===== src/design/dq_pkg.sv =====
// Shared constants and types for the double-ended byte queue.
// No dependencies; the top level refers to everything here by scoped name.
`default_nettype none

package dq_pkg;

   // queue geometry
   localparam int DEPTH  = 16;
   localparam int ADDR_W = (DEPTH > 1) ? $clog2(DEPTH) : 1;
   localparam int CNT_W  = $clog2(DEPTH + 1);
   localparam int SUM_W  = $clog2(2 * DEPTH);

   // fixed beat field widths
   localparam int CMD_W  = 3;
   localparam int BYTE_W = 8;
   localparam int OCC_W  = 5;
   localparam int REQ_W  = 16;
   localparam int RSP_W  = 16;

   // command codes
   typedef enum logic [CMD_W-1:0] {
      CMD_PUSH_FRONT = 3'd0,
      CMD_PUSH_BACK  = 3'd1,
      CMD_POP_FRONT  = 3'd2,
      CMD_POP_BACK   = 3'd3,
      CMD_CLEAR      = 3'd4
   } cmd_type;

   // status carried alongside the store read
   typedef struct packed {
      logic             is_pop;
      logic             underflow;
      logic             overflow;
      logic [OCC_W-1:0] occupancy;
      logic             is_empty;
   } status_type;

endpackage

`default_nettype wire


===== src/design/double_ended_queue_unit.sv =====
// Double-ended byte queue over a circular store with a registered read.
// Depends on dq_pkg for geometry, command codes and the status struct.
//
//  channel | dir | tdata fields (lsb first)
//  req     | in  | cmd[2:0], push_byte[10:3], zero[15:11]
//  rsp     | out | popped_byte[7:0], underflow[8], overflow[9],
//          |     | occupancy[14:10], is_empty[15]
//
// One command per cycle while rsp is not stalled; a result passes these registers:
// the store read and the status stage, both loaded at the accept edge, then the
// output register. The command beat updates front pointer and fill count at
// once, so back-to-back commands see current pointers without forwarding.
// Reset clears pointers, count and the valid bits; store contents stay
// unknown and are never returned before written. A stalled rsp backs up into the
// status stage and then holds req_tready low.
`default_nettype none

module double_ended_queue_unit (
   input  wire                          clock,
   input  wire                          reset,
   input  wire                          req_tvalid,
   output logic                         req_tready,
   // cmd, push_byte, zero pad
   input  wire  [dq_pkg::REQ_W-1:0]     req_tdata,
   output logic                         rsp_tvalid,
   input  wire                          rsp_tready,
   // popped_byte, underflow, overflow, occupancy, is_empty
   output logic [dq_pkg::RSP_W-1:0]     rsp_tdata
);

   // store and pointers
   logic [dq_pkg::BYTE_W-1:0] mem [dq_pkg::DEPTH];
   logic [dq_pkg::ADDR_W-1:0] front_ff, front_in;
   logic [dq_pkg::CNT_W-1:0]  count_ff, count_in;
   logic [dq_pkg::BYTE_W-1:0] rd_data_ff;

   // status stage and output register
   logic                pend_valid_ff;
   dq_pkg::status_type  pend_ff, pend_in;
   logic                rsp_valid_ff;
   logic [dq_pkg::RSP_W-1:0] rsp_data_ff;

   logic [dq_pkg::CMD_W-1:0]  cmd;
   logic [dq_pkg::BYTE_W-1:0] push_byte;
   logic                      accept, pend_move;
   logic                      full, empty, wr_en;
   logic [dq_pkg::ADDR_W-1:0] wr_addr, rd_addr;
   logic [dq_pkg::SUM_W-1:0]  back_sum, last_sum;
   logic [dq_pkg::ADDR_W-1:0] back_slot, last_slot;
   logic [dq_pkg::BYTE_W-1:0] popped;

   assign cmd       = req_tdata[dq_pkg::CMD_W-1:0];
   assign push_byte = req_tdata[dq_pkg::CMD_W +: dq_pkg::BYTE_W];

   // handshake: status stage drains into output register when it is free
   assign pend_move  = pend_valid_ff && (!rsp_valid_ff || rsp_tready);
   assign req_tready = !pend_valid_ff || pend_move;
   assign accept     = req_tvalid && req_tready;

   assign full  = (count_ff == dq_pkg::CNT_W'(dq_pkg::DEPTH));
   assign empty = (count_ff == '0);

   // slot just past the back, and slot of the last element (wrap by one compare)
   always_comb begin
      back_sum = dq_pkg::SUM_W'(front_ff) + dq_pkg::SUM_W'(count_ff);
      if (back_sum >= dq_pkg::SUM_W'(dq_pkg::DEPTH)) begin
         back_sum = back_sum - dq_pkg::SUM_W'(dq_pkg::DEPTH);
      end
      back_slot = back_sum[dq_pkg::ADDR_W-1:0];
      last_sum  = dq_pkg::SUM_W'(front_ff) + dq_pkg::SUM_W'(count_ff)
                  - dq_pkg::SUM_W'(1);
      if (last_sum >= dq_pkg::SUM_W'(dq_pkg::DEPTH)) begin
         last_sum = last_sum - dq_pkg::SUM_W'(dq_pkg::DEPTH);
      end
      last_slot = last_sum[dq_pkg::ADDR_W-1:0];
   end

   // command decode
   always_comb begin
      front_in          = front_ff;
      count_in          = count_ff;
      wr_en             = 1'b0;
      wr_addr           = front_ff;
      rd_addr           = front_ff;
      pend_in.is_pop    = 1'b0;
      pend_in.underflow = 1'b0;
      pend_in.overflow  = 1'b0;
      case (cmd)
         dq_pkg::CMD_PUSH_FRONT: begin
            if (full) begin
               pend_in.overflow = 1'b1;
            end else begin
               front_in = (front_ff == '0) ? dq_pkg::ADDR_W'(dq_pkg::DEPTH - 1)
                                           : front_ff - dq_pkg::ADDR_W'(1);
               wr_en    = 1'b1;
               wr_addr  = front_in;
               count_in = count_ff + dq_pkg::CNT_W'(1);
            end
         end
         dq_pkg::CMD_PUSH_BACK: begin
            if (full) begin
               pend_in.overflow = 1'b1;
            end else begin
               wr_en    = 1'b1;
               wr_addr  = back_slot;
               count_in = count_ff + dq_pkg::CNT_W'(1);
            end
         end
         dq_pkg::CMD_POP_FRONT: begin
            if (empty) begin
               pend_in.underflow = 1'b1;
            end else begin
               pend_in.is_pop = 1'b1;
               rd_addr  = front_ff;
               front_in = (front_ff == dq_pkg::ADDR_W'(dq_pkg::DEPTH - 1))
                          ? '0 : front_ff + dq_pkg::ADDR_W'(1);
               count_in = count_ff - dq_pkg::CNT_W'(1);
            end
         end
         dq_pkg::CMD_POP_BACK: begin
            if (empty) begin
               pend_in.underflow = 1'b1;
            end else begin
               pend_in.is_pop = 1'b1;
               rd_addr  = last_slot;
               count_in = count_ff - dq_pkg::CNT_W'(1);
            end
         end
         dq_pkg::CMD_CLEAR: begin
            front_in = '0;
            count_in = '0;
         end
         default: begin
         end
      endcase
      pend_in.occupancy = dq_pkg::OCC_W'(count_in);
      pend_in.is_empty  = (count_in == '0);
   end

   // store: one write and one registered read per command beat
   always_ff @(posedge clock) begin
      if (accept) begin
         if (wr_en) begin
            mem[wr_addr] <= push_byte;
         end
         rd_data_ff <= mem[rd_addr];
      end
   end

   // pointers and valid bits
   always_ff @(posedge clock) begin
      if (reset) begin
         front_ff      <= '0;
         count_ff      <= '0;
         pend_valid_ff <= 1'b0;
         rsp_valid_ff  <= 1'b0;
      end else begin
         if (accept) begin
            front_ff <= front_in;
            count_ff <= count_in;
         end
         if (accept) begin
            pend_valid_ff <= 1'b1;
         end else if (pend_move) begin
            pend_valid_ff <= 1'b0;
         end
         if (pend_move) begin
            rsp_valid_ff <= 1'b1;
         end else if (rsp_tready) begin
            rsp_valid_ff <= 1'b0;
         end
      end
   end

   // payload registers
   assign popped = pend_ff.is_pop ? rd_data_ff : '0;

   always_ff @(posedge clock) begin
      if (accept) begin
         pend_ff <= pend_in;
      end
      if (pend_move) begin
         rsp_data_ff <= {pend_ff.is_empty, pend_ff.occupancy, pend_ff.overflow,
                         pend_ff.underflow, popped};
      end
   end

   assign rsp_tvalid = rsp_valid_ff;
   assign rsp_tdata  = rsp_data_ff;

   // checks
   a_count_bound: assert property (@(posedge clock) disable iff (reset)
      count_ff <= dq_pkg::CNT_W'(dq_pkg::DEPTH))
      else $error("fill count beyond depth");

   a_flags_exclusive: assert property (@(posedge clock) disable iff (reset)
      pend_valid_ff |-> !(pend_ff.underflow && pend_ff.overflow))
      else $error("underflow and overflow together");

   a_empty_matches: assert property (@(posedge clock) disable iff (reset)
      rsp_valid_ff |-> (rsp_data_ff[15] == (rsp_data_ff[14:10] == '0)))
      else $error("empty flag disagrees with occupancy");

   a_clear_zeroes: assert property (@(posedge clock) disable iff (reset)
      (accept && cmd == dq_pkg::CMD_CLEAR) |=> (count_ff == '0 && front_ff == '0))
      else $error("clear left pointers set");

   a_pop_not_empty: assert property (@(posedge clock) disable iff (reset)
      (pend_valid_ff && pend_ff.is_pop) |-> !pend_ff.underflow)
      else $error("pop marked with underflow");

endmodule

`default_nettype wire


===== config.mk =====
export PLATFORM = sky130hd
export DESIGN_NAME = double_ended_queue_unit
export DESIGN_NICKNAME = d
export VERILOG_FILES = /design/src/design/dq_pkg.sv /design/src/design/double_ended_queue_unit.sv
export SDC_FILE = /design/constraint.sdc
export NUM_CORES = 1
export LEC_CHECK = 0
export BUFFER_PORTS_ARGS = -buffer_cell sky130_fd_sc_hd__buf_2
export CAP_MARGIN = 30
export CORE_ASPECT_RATIO = 1.2
export CORE_MARGIN = 2
export CORE_UTILIZATION = 60
export DETAILED_ROUTE_END_ITERATION = 7
export HOLD_SLACK_MARGIN = 0.08
export PLACE_DENSITY = 0.81
export REMOVE_ABC_BUFFERS = 1
export SYNTH_ARGS = -nofsm -noshare
export SYNTH_HDL_FRONTEND = slang
export SYNTH_SLANG_ARGS = --single-unit

===== constraint.sdc =====
create_clock -name clock -period 6.2 [get_ports clock]
set_clock_uncertainty 0.2 [all_clocks]
set_input_delay 0.31 -clock clock [delete_from_list [all_inputs] [get_ports clock]]
set_output_delay 0.31 -clock clock [all_outputs]
set_load 0.03 [all_outputs]

# Word-level counts from Yosys, hierarchy flattened
# Memories as Yosys holds them, arrays and structs flattened. A register that Yosys moved wholly into a read port is not among the register bits.
# Index checks and enable logic that the tools add are counted.
# word_totals
ff_bits	36
mem_bits_rw	128
input_bits	20
wordCells	71
mem_count	1
# op_classes
add_sub_neg	8
n_lt_le_gt_ge	2
eq_ne	7
n_mux	26
reduce_logical	16
# memory_table
name	depth	word_bits	read_ports	rd_clocked_by_memory_dff	wr	line	text
mem	16	8	1	1	1	double_ended_queue_unit.sv:32	logic [dq_pkg::BYTE_W-1:0] mem [dq_pkg::DEPTH];
# ops
operator	n
2-to-1 mux 4 bit	9
one-hot mux 5 bit (3 select lines)	1
2-to-1 mux 1 bit	12
one-hot mux 4 bit (3 select lines)	1
subtractor 4 x 1 -> 4 bit, second input constant	3
greater-or-equal comparator 5 bit, second input constant	2
logical NOT 5 bit	2
2-to-1 mux 5 bit	2
subtractor 5 x 1 -> 5 bit, second input constant	2
one-hot mux 4 bit (2 select lines)	1
== test 3 x 2 -> 1 bit, second input constant	2
adder 4 x 5 -> 5 bit	1
adder 5 x 1 -> 5 bit, second input constant	1
== test 5 bit, second input constant	1
adder 4 x 1 -> 4 bit, second input constant	1
== test 4 bit, second input constant	1
logical NOT 4 bit	1
nonzero test 2 bit	2
OR reduction 2 bit	2
== test 3 x 1 -> 1 bit, second input constant	1
== test 3 bit, second input constant	1
logical NOT 3 bit	1
AND reduction 3 bit	1
nonzero test 3 bit	1
other kinds (4)	7

# Longest topological paths before layout
# Gate-level depths: netlist of run 1.
# logic_depth
depth_word	7
depth_mapped	12

# Worst setup path before layout of run 1
# No wires, ideal clock.
# synth_path
path_type	reg-to-reg
start	reg front_ff[0] (netlist bit)
end	reg rd_data_ff[4] (netlist bit) (read register of mem) (data pin)
setup_time_ns	0.180
t_arrival_ns	2.747
required_ns	5.820
setup_slack_ns	3.073
path_stages_with_launch	11
path_buffers	1
synth_period_minus_slack_ns	3.127
cell_sequence	dfxtp_1 > ha_1 > fa_1 > xor2_1 > nor3_1 > xnor3_1 > nor2_1 > xnor2_2 > buf_2 > mux2_2 > a221oi_1
# synth_via
elab_chain_cells	6
elab_cells_between_ends	7
# synth_lines
element	line	text
from (decl)	double_ended_queue_unit.sv:33	logic [dq_pkg::ADDR_W-1:0] front_ff, front_in;
from (signal assigned)	double_ended_queue_unit.sv:159	front_ff <= front_in;
adder 4 x 5 -> 5 bit	double_ended_queue_unit.sv:70	last_sum = dq_pkg::SUM_W'(front_ff) + dq_pkg::SUM_W'(count_ff)
subtractor 5 x 1 -> 5 bit	double_ended_queue_unit.sv:71	- dq_pkg::SUM_W'(1);
subtractor 4 x 1 -> 4 bit or greater-or-equal comparator 5 bit (tied branches)	double_ended_queue_unit.sv:73, double_ended_queue_unit.sv:72	
2-to-1 mux 4 bit	double_ended_queue_unit.sv:72	if (last_sum >= dq_pkg::SUM_W'(dq_pkg::DEPTH)) begin
2-to-1 mux 4 bit	double_ended_queue_unit.sv:121	if (empty) begin
2-to-1 mux 4 bit *	--	
to (decl)	double_ended_queue_unit.sv:35	logic [dq_pkg::BYTE_W-1:0] rd_data_ff;
# Every way passes the cells marked *; elsewhere a longest branch is shown, timed or not.
# A chain may end at the register's enable or synchronous reset.

# Final worst setup path of run 1
# layout_path
start	reg count_ff[0] (netlist bit)
end	reg rd_data_ff[2] (netlist bit) (read register of mem) (data pin)
# layout_via
elab_chain_cells	6
elab_cells_between_ends	8
# layout_lines
element	line	text
from (decl)	double_ended_queue_unit.sv:34	logic [dq_pkg::CNT_W-1:0] count_ff, count_in;
from (signal assigned)	double_ended_queue_unit.sv:160	count_ff <= count_in;
adder 4 x 5 -> 5 bit	double_ended_queue_unit.sv:70	
subtractor 5 x 1 -> 5 bit	double_ended_queue_unit.sv:71	
subtractor 4 x 1 -> 4 bit or greater-or-equal comparator 5 bit (tied branches)	double_ended_queue_unit.sv:73, double_ended_queue_unit.sv:72	
2-to-1 mux 4 bit	double_ended_queue_unit.sv:72	
2-to-1 mux 4 bit *	double_ended_queue_unit.sv:121	
2-to-1 mux 4 bit *	--	
# Marks and branches as above.

==> impl_metrics.json, run 1 <==
{
  "synth_area_sq_um": 7440,
  "antenna_cells": 0,
  "period_minus_slack_ps": 4060,
  "end_kind": "register",
  "setup_viol": 0,
  "fin_crit_sh": 0.654,
  "nNetsFinal": 653,
  "timing.max_cap.violations": 0,
  "dp_slack_ps": 2290,
  "h-tree-depth": 4,
  "worst_ep_required_time_ps": 6200,
  "antenna_found_initial": 0,
  "ant_nets": 0,
  "die_h_microns": 126,
  "grt_pass1_wl_microns": 25000,
  "start_util": 0.614,
  "yosys-top-cells-count": "edfxtp_1, nand2_1, a21oi_1",
  "fin_area_sq_um": 8440,
  "cts_tree": "built",
  "cts_buffers": 17,
  "wl_per_cell_microns": 19.6,
  "yosys_warnings": 0,
  "crit_fanout": 33,
  "fp-row-count": 44,
  "synth-seq-area-share": 0.680,
  "clkSinkCount": 172,
  "finalHoldViolCount": 0,
  "grt_overflow": 0,
  "cp-start-kind": "register",
  "syn_inst": 583,
  "wl_microns": 15600,
  "synth_top_cell_area_share": 0.650,
  "grt_setup_unrepaired": "false",
  "cp_common_cell": "nand2_1",
  "hpwl_microns": 9630,
  "ys_async_sr_fraction": 0,
  "slowest_stage": "a21o_2",
  "cp_slowest_stage_delay_ps": 670,
  "worstMarginPinSlew_ps": 888,
  "multi_input_area_sq_um": 2180,
  "fin_setup_tns_ps": 0,
  "grtUsageTotal": 0.246,
  "clk_latency_ps": 440,
  "synth_ff_type": "edfxtp_1",
  "hold_path.class": "in -> reg",
  "synth_top_cell_by_area": "edfxtp_1",
  "hold_start": "req_tdata[1]",
  "crit_type": "reg -> reg",
  "vias_per_cell": 6.16,
  "crit_buf_inv": 2,
  "synth.avg_cell_area_sq_um": 12.8,
  "first_pass_iters": 5,
  "area_growth_pct": 13.4,
  "yosys-top-cells-area": "edfxtp_1, nand2_1, a21oi_1, dfxtp_1, nor2_1",
  "powerDensity_nw_per_um2": 320,
  "reg2reg_slack_ps": 2140,
  "fmax_mhz": 246,
  "crit_start": "count_ff[0]",
  "ir_drop_mv": 0.225,
  "p_leak_nw": 3.04,
  "finalWorstSetupSlack_ps": 2140,
  "grt_max_degree": 49,
  "relSlewSlack": 0.406,
  "die-area_sq_um": 13300,
  "port_buffers": 32,
  "r2r_start": "count_ff[0]",
  "ys_ff_latch": 172,
  "gp_congestion": 0.854,
  "drive_gt1_frac": 0.133,
  "cts_max_path_buffers": 2,
  "die_x_microns": 106,
  "via_count": 4919,
  "grt_pass1_vias": 4868,
  "drc": 0,
  "worstPathCellList": "inv_1 -> ha_1 -> or4b_4 -> a21oi_2 -> a21o_2 -> buf_4 -> nand2_1 -> a32oi_1 -> nand2_1 -> a221oi_1",
  "seq_area_sq_um": 5050,
  "coreArea_sq_um": 12100,
  "cts_root_buf": "clkbuf_16",
  "ios": 38,
  "clkTransAtPathRegs_ps": 70,
  "placed_area_sq_um": 7690,
  "synthMostInstantiatedCell": "edfxtp_1",
  "crit_family": "compound AO/OA/AOI/OAI gates",
  "fill_cells": 805,
  "outcome": "finished, final reports clean",
  "slew_violations": 0,
  "synth_cell_types": 56,
  "synth-edff-count": 161,
  "dr.first_iter.drc_count": 526,
  "arrival_ps": 4060
}
-- cells by family after synthesis --
group / Yosys count / share of synthesized area
flops: 172 / 0.680
xor+xnor: 8 / 0.0123
simple gates: 213 / 0.126
buf+inv: 41 / 0.0283
compound gates: 116 / 0.104
mux: 24 / 0.0336
fa+ha+maj: 9 / 0.0162
-- repair_timing --
| action | CTS | global route |
|---|---|---|
| buffers inserted | 0 | 0 |
| hold buffers | 14 | 0 |
| gates resized for setup | 0 | 0 |
| hold endpoints to repair | 122 | 0 |
-- per-layer routing --
metal,GRT usage,vias to the layer above,part of all wire
met5,0,-,0
met4,0.0759,0,0.017
met3,0.0528,29,0.062
met2,0.439,237,0.53
met1,0.301,2380,0.39
li1,-,2273,-
-- state kept, by name, indices dropped and copies added (netlist names) --
| signal | flops |
|---|---|
| pend_ff | 9 |
| front_ff | 4 |
| rsp_tvalid | 1 |
| rsp_tdata | 16 |
| rd_data_ff | 8 |
| count_ff | 5 |
| mem | 128 |
| pend_valid_ff | 1 |
-- final timing paths --
kind	end	depth (start not counted)
hold reg to reg	rsp_tdata[15]	0
hold / removal	pend_ff[6]	2
setup / recovery	rd_data_ff[2]	10
setup reg to reg	rd_data_ff[2]	10
-- report_power, final --
part	switching [W]	internal [W]	leakage (nW)	total (W)
clock network	0.000484	0.000576	0.292	0.00106
logic	0.000200	0.000110	1.18	0.000311
registers	0.0000190	0.00131	1.56	0.00133
-- per-stage QoR --
stage          std cells  power [W]  hold WS (ps)  utilization
2_1_floorplan        554    0.00155           179            -
3_3_place_gp         750    0.00163           203        0.633
3_5_place_dp         752    0.00164           207        0.635
4_1_cts              798    0.00270           165        0.696
5_1_grt              798    0.00278           202        0.696
6_report             798    0.00270           188        0.696
-- final cells by class --
| class | count | share of cell area |
|---|---|---|
| flip-flops and latches | 172 | 0.599 |
| well taps | 161 | 0.0239 |
| clock buffers | 17 | 0.0504 |
| multi-input cells | 370 | 0.259 |
| repair buffers | 51 | 0.0414 |
| inverters | 12 | 0.00534 |
| clock inverters | 15 | 0.0212 |
-- cells in the final DEF, fill, tap and decap left out, types with 11 or more instances in the layout --
cell / instances
buf_2: 32
a21oi_1: 45
nand2_1: 112
edfxtp_1: 161
o21ai_0: 14
clkbuf_16: 17
nand3_1: 22
a32oi_1: 17
dfxtp_1: 11
nor2_1: 43
mux2i_1: 16
dlygate4sd3_1: 14
(Power assumes the default switching activity.)
==> inputs of run 2 (changes only) <==
--- a/config.mk
+++ b/config.mk
@@ -5,14 +5,15 @@
 export SDC_FILE = /design/constraint.sdc
 export NUM_CORES = 1
 export LEC_CHECK = 0
+export ABC_AREA = 1
 export BUFFER_PORTS_ARGS = -buffer_cell sky130_fd_sc_hd__buf_2
 export CAP_MARGIN = 30
 export CORE_ASPECT_RATIO = 1.2
 export CORE_MARGIN = 2
-export CORE_UTILIZATION = 60
+export CORE_UTILIZATION = 55
 export DETAILED_ROUTE_END_ITERATION = 7
 export HOLD_SLACK_MARGIN = 0.08
-export PLACE_DENSITY = 0.81
+export PLACE_DENSITY = 0.78
 export REMOVE_ABC_BUFFERS = 1
 export SYNTH_ARGS = -nofsm -noshare
 export SYNTH_HDL_FRONTEND = slang
==> constraint.sdc (replaced) <==
create_clock -name clock -period 3.5 [get_ports clock]
set_clock_uncertainty 0.2 [all_clocks]
set_input_delay 0.175 -clock clock [delete_from_list [all_inputs] [get_ports clock]]
set_output_delay 0.175 -clock clock [all_outputs]
set_load 0.03 [all_outputs]
==> impl_metrics.json, run 2 <==
{
  "grt_overflow": 0,
  "grtUsageTotal": 0.236,
  "ir_drop_mv": 0.484,
  "cp-start-kind": "register",
  "ant_nets": 0,
  "final_cells": 1089,
  "fin_setup_tns_ps": 0,
  "vias_per_cell": 5.38,
  "ys_ff_latch": 172,
  "regMostFlops": "mem",
  "die_x_microns": 115,
  "finalWorstSetupSlack_ps": 478,
  "fin_hold_ws_ps": 220,
  "gp_congestion": 0.863,
  "worstMarginPinSlew_ps": 762,
  "die_h_microns": 137,
  "cts_max_path_buffers": 2,
  "drc": 0,
  "cts_buffers": 17,
  "clkSinkCount": 172,
  "clk_latency_ps": 430,
  "hold_path.class": "reg -> reg",
  "start_util": 0.565,
  "dr.first_iter.drc_count": 439,
  "grt_pass1_wl_microns": 27900,
  "final_cell_mix": "nand3_1, inv_1, nand2_1",
  "end_kind": "register",
  "synth_ff_type": "edfxtp_1",
  "reg2reg_slack_ps": 480,
  "synth_area_sq_um": 8150,
  "area_growth_pct": 14.6,
  "crit_family": "adder cells",
  "setup_viol": 0,
  "antenna_cells": 0,
  "syn_inst": 832,
  "slew_violations": 0,
  "h-tree-depth": 4,
  "synth.avg_cell_area_sq_um": 9.79,
  "powerDensity_nw_per_um2": 520,
  "finalHoldViolCount": 0,
  "yosys-top-cells-area": "edfxtp_1, nand3_1, inv_1, nand2_1, dfxtp_1",
  "power_w": 0.00485,
  "synth_cell_types": 36,
  "crit_type": "reg -> reg",
  "slowest_stage": "fa_1",
  "die-area_sq_um": 15800,
  "port_buffers": 32,
  "nNetsFinal": 930,
  "grt_max_degree": 33,
  "fp-row-count": 48,
  "worstPathCellList": "ha_1 -> fa_1 -> inv_1 -> ha_1 -> nand2_2 -> nand2_2 -> buf_4 -> nand3_1 -> nand3_1 -> nand3_1 -> nand2_1",
  "outcome": "finished, final reports clean",
  "fmax_mhz": 331,
  "arrival_ps": 2980,
  "period_minus_slack_ps": 3020,
  "cp_slowest_stage_delay_ps": 520,
  "ys_async_sr_fraction": 0,
  "yosys-top-cells-count": "nand3_1, inv_1, nand2_1",
  "layout_commonest_cell": "nand3_1",
  "synth_top_cell_by_area": "edfxtp_1",
  "synth-seq-area-share": 0.620,
  "p_leak_nw": 4.15,
  "place_inst": 1041,
  "synth_top_cell_area_share": 0.593,
  "relSlewSlack": 0.492,
  "wl_microns": 17300,
  "crit_fanout": 17,
  "cts_root_buf": "clkbuf_16",
  "yosys_warnings": 0,
  "clkTransAtPathRegs_ps": 60,
  "wl_per_cell_microns": 15.8,
  "crit_buf_inv": 2,
  "worst_ep_required_time_ps": 3460,
  "largest_register_ffs": 128,
  "coreArea_sq_um": 14400,
  "grt_setup_unrepaired": "false",
  "hpwl_microns": 11200,
  "synth-edff-count": 161,
  "antenna_found_initial": 0,
  "fin_crit_sh": 0.863,
  "via_count": 5863,
  "ios": 38,
  "timing.max_cap.violations": 0,
  "grt_pass1_vias": 5606,
  "drive_gt1_frac": 0.128,
  "synthMostInstantiatedCell": "nand3_1",
  "dp_slack_ps": 555,
  "post_cts_resized": 0,
  "cp_common_cell": "nand3_1",
  "cts_tree": "built",
  "first_pass_iters": 5
}
run 2: changes by cell type after synthesis, moves of 5 or more:
cell	before	now
mux2_2	8	0
nand2_2	0	7
a221oi_1	8	0
clkbuf_1	13	1
nand2_1	112	169
xor2_1	2	7
mux2i_1	16	0
a21oi_1	45	10
buf_2	8	18
and2_1	10	0
a32oi_1	17	0
nand3_1	22	174
inv_1	10	169
run 2: final timing paths:
check,start,endpoint,cells past startpoint
worst min register to register,pend_ff[2],rsp_tdata[11],0
worst max-delay path,count_ff[0],rd_data_ff[6],11
worst min-delay path,pend_ff[2],rsp_tdata[11],0
worst max register to register,count_ff[0],rd_data_ff[6],11
run 2: routing by layer:
metal	up-vias	global-route usage	wire length [microns]
li1	2865	-	-
met1	2716	0.281	6650
met2	243	0.411	8990
met3	39	0.0458	1080
met4	0	0.113	537
met5	-	0	0
run 2: what timing repair did:
| action | in CTS | in global routing |
|---|---|---|
| buffers inserted | 0 | 0 |
| hold endpoints to repair | 140 | 0 |
| hold buffers | 16 | 0 |
run 2: through the flow:
| step | util | area (sq um) |
|---|---|---|
| floorplan | - | 7980 |
| global placement | 0.596 | 8590 |
| detailed placement | 0.596 | 8590 |
| CTS | 0.648 | 9340 |
| global route | 0.648 | 9340 |
| finish | 0.648 | 9340 |
run 2: cell families after synthesis:
family,share of synthesized area
adder cells (fa/ha/maj),0.0147
AND/OR/NAND/NOR,0.228
flip-flops,0.620
XOR/XNOR,0.00860
buffers and inverters,0.100
AO/OA/AOI/OAI,0.0275
run 2: area by class of cell:
type / count / area (sq um)
Clock buffer: 18 / 429
Clock inverter: 14 / 159
Fill cell: 1093 / 5070
Inverter: 172 / 646
Multi-Input combinational cell: 460 / 2280
Sequential cell: 172 / 5050
Tap cell: 175 / 219
Timing Repair Buffer: 78 / 558
run 2: where the power goes:
part | switching (W) | internal (W)
Combinational | 0.000446 | 0.000199
Sequential | 0.0000286 | 0.00232
Clock | 0.000797 | 0.00106
Total | 0.00127 | 0.00358
==> inputs of run 3 (changes only) <==
--- a/config.mk
+++ b/config.mk
@@ -10,10 +10,10 @@
 export CAP_MARGIN = 30
 export CORE_ASPECT_RATIO = 1.2
 export CORE_MARGIN = 2
-export CORE_UTILIZATION = 55
+export CORE_UTILIZATION = 60
 export DETAILED_ROUTE_END_ITERATION = 7
 export HOLD_SLACK_MARGIN = 0.08
-export PLACE_DENSITY = 0.78
+export PLACE_DENSITY = 0.81
 export REMOVE_ABC_BUFFERS = 1
 export SYNTH_ARGS = -nofsm -noshare
 export SYNTH_HDL_FRONTEND = slang
==> constraint.sdc (replaced) <==
create_clock -name clock -period 3.79 [get_ports clock]
set_clock_uncertainty 0.2 [all_clocks]
set_input_delay 0.1895 -clock clock [delete_from_list [all_inputs] [get_ports clock]]
set_output_delay 0.1895 -clock clock [all_outputs]
set_load 0.03 [all_outputs]
==> impl_metrics.json, run 3 (synthesis results as in run 2) <==
{
  "reg2reg_slack_ps": 540,
  "failed_checks": "design-rule violations",
  "drive_gt1_frac": 0.115,
  "final_cell_mix": "nand3_1, inv_1, nand2_1",
  "ant_nets": 0,
  "grt_pass1_wl_microns": 29200,
  "hold_path.class": "in -> reg",
  "finalWorstSetupSlack_ps": 539,
  "grtUsageTotal": 0.268,
  "setup_viol": 0,
  "cp-start-kind": "register",
  "arrival_ps": 3100,
  "cts_tree": "built",
  "gp_congestion": 0.895,
  "grt_overflow": 0,
  "dr.first_iter.drc_count": 733,
  "cts_buffers": 17,
  "wl_microns": 18300,
  "wl_met1_microns": 6590,
  "place_inst": 1020,
  "slew_violations": 0,
  "vias_per_cell": 5.66,
  "die_x_microns": 110,
  "first_pass_iters": 8,
  "hpwl_microns": 11400,
  "wl_per_cell_microns": 17.1,
  "nNetsFinal": 915,
  "fmax_mhz": 308,
  "coreArea_sq_um": 13200,
  "fin_crit_sh": 0.858,
  "worst_ep_required_time_ps": 3640,
  "timing.max_cap.violations": 0,
  "wl_met2_microns": 9500,
  "finalHoldViolCount": 0,
  "p_leak_nw": 4.07,
  "die_h_microns": 132,
  "area_growth_pct": 12.9,
  "start_util": 0.616,
  "clkTransAtPathRegs_ps": 70,
  "top_layer_used": "met4",
  "layout_commonest_cell": "nand3_1",
  "crit_fanout": 9,
  "ir_drop_mv": 0.391,
  "fp-row-count": 46,
  "end_kind": "register",
  "drc": 2,
  "fill_cells": 909,
  "worstMarginPinSlew_ps": 799,
  "die-area_sq_um": 14500,
  "grt_setup_unrepaired": "false",
  "h-tree-depth": 4,
  "cts_max_path_buffers": 2,
  "antenna_cells": 0,
  "clk_latency_ps": 420,
  "dp_slack_ps": 645,
  "period_minus_slack_ps": 3250,
  "cts_root_buf": "clkbuf_16",
  "regMostFlops": "mem",
  "antenna_found_initial": 0,
  "port_buffers": 32,
  "largest_register_ffs": 128,
  "powerDensity_nw_per_um2": 478,
  "fin_setup_tns_ps": 0,
  "postCtsSetupRepairBufs": 0,
  "final_cells": 1067,
  "relSlewSlack": 0.465,
  "grt_max_degree": 33,
  "fin_area_sq_um": 9200,
  "outcome": "finished with violations",
  "clkSinkCount": 172,
  "via_count": 6042,
  "met3_length_microns": 1460,
  "placed_area_sq_um": 8490,
  "ios": 38,
  "grt_pass1_vias": 5859,
  "crit_type": "reg -> reg"
}
## run 3: what timing repair did
action,4_1_cts,5_1_grt
gates resized for setup,0,0
hold endpoints to repair,140,0
hold buffers,15,0
## run 3: critical path, stage by stage (launching register included)
cell and delay, ps:
dfxtp_1 460, inv_1 140, ha_1 300, nand2_1 110, nor2_1 50, nand2_1 280, nand2_1 100, nand2_1 80
inv_2 40, nand2_1 50, nand3_1 120, inv_1 100, nand3_1 190, nor2_1 660
## run 3: final cells by class
class                   instances  area [sq um]  area share
flip-flops and latches        172          5050       0.549
multi-input cells             460          2280       0.247
inverters                     172           646      0.0701
repair buffers                 63           455      0.0495
clock buffers                  17           425      0.0462
well taps                     168           210      0.0228
clock inverters                15           136      0.0148
## run 3: final timing paths
path | from | endpoint | cells after the start
worst min register to register | pend_ff[7] | rsp_tdata[8] | 0
worst max register to register | count_ff[1] | mem[1][3] | 13
worst min-delay path | req_tdata[1] | pend_ff[7] | 3
worst max-delay path | count_ff[1] | mem[1][3] | 13
## run 3: stage by stage
stage	hold WS [ps]	util	total power (W)
final	119	0.695	0.00440
after global routing	133	0.695	0.00456
after CTS	108	0.695	0.00439
after detailed placement	205	0.641	0.00278
after global placement	201	0.641	0.00276
after floorplan	58.6	-	0.00258
## run 3: power by group
| group | switching, W | internal (W) |
|---|---|---|
| registers | 0.0000316 | 0.00214 |
| clock network | 0.000758 | 0.000863 |
| logic | 0.000423 | 0.000177 |
## run 3: per-layer routing
metal,global-route usage,vias up
li1,-,2830
met1,0.330,2819
met2,0.455,325
met3,0.0496,68
met4,0.114,0
met5,0,-
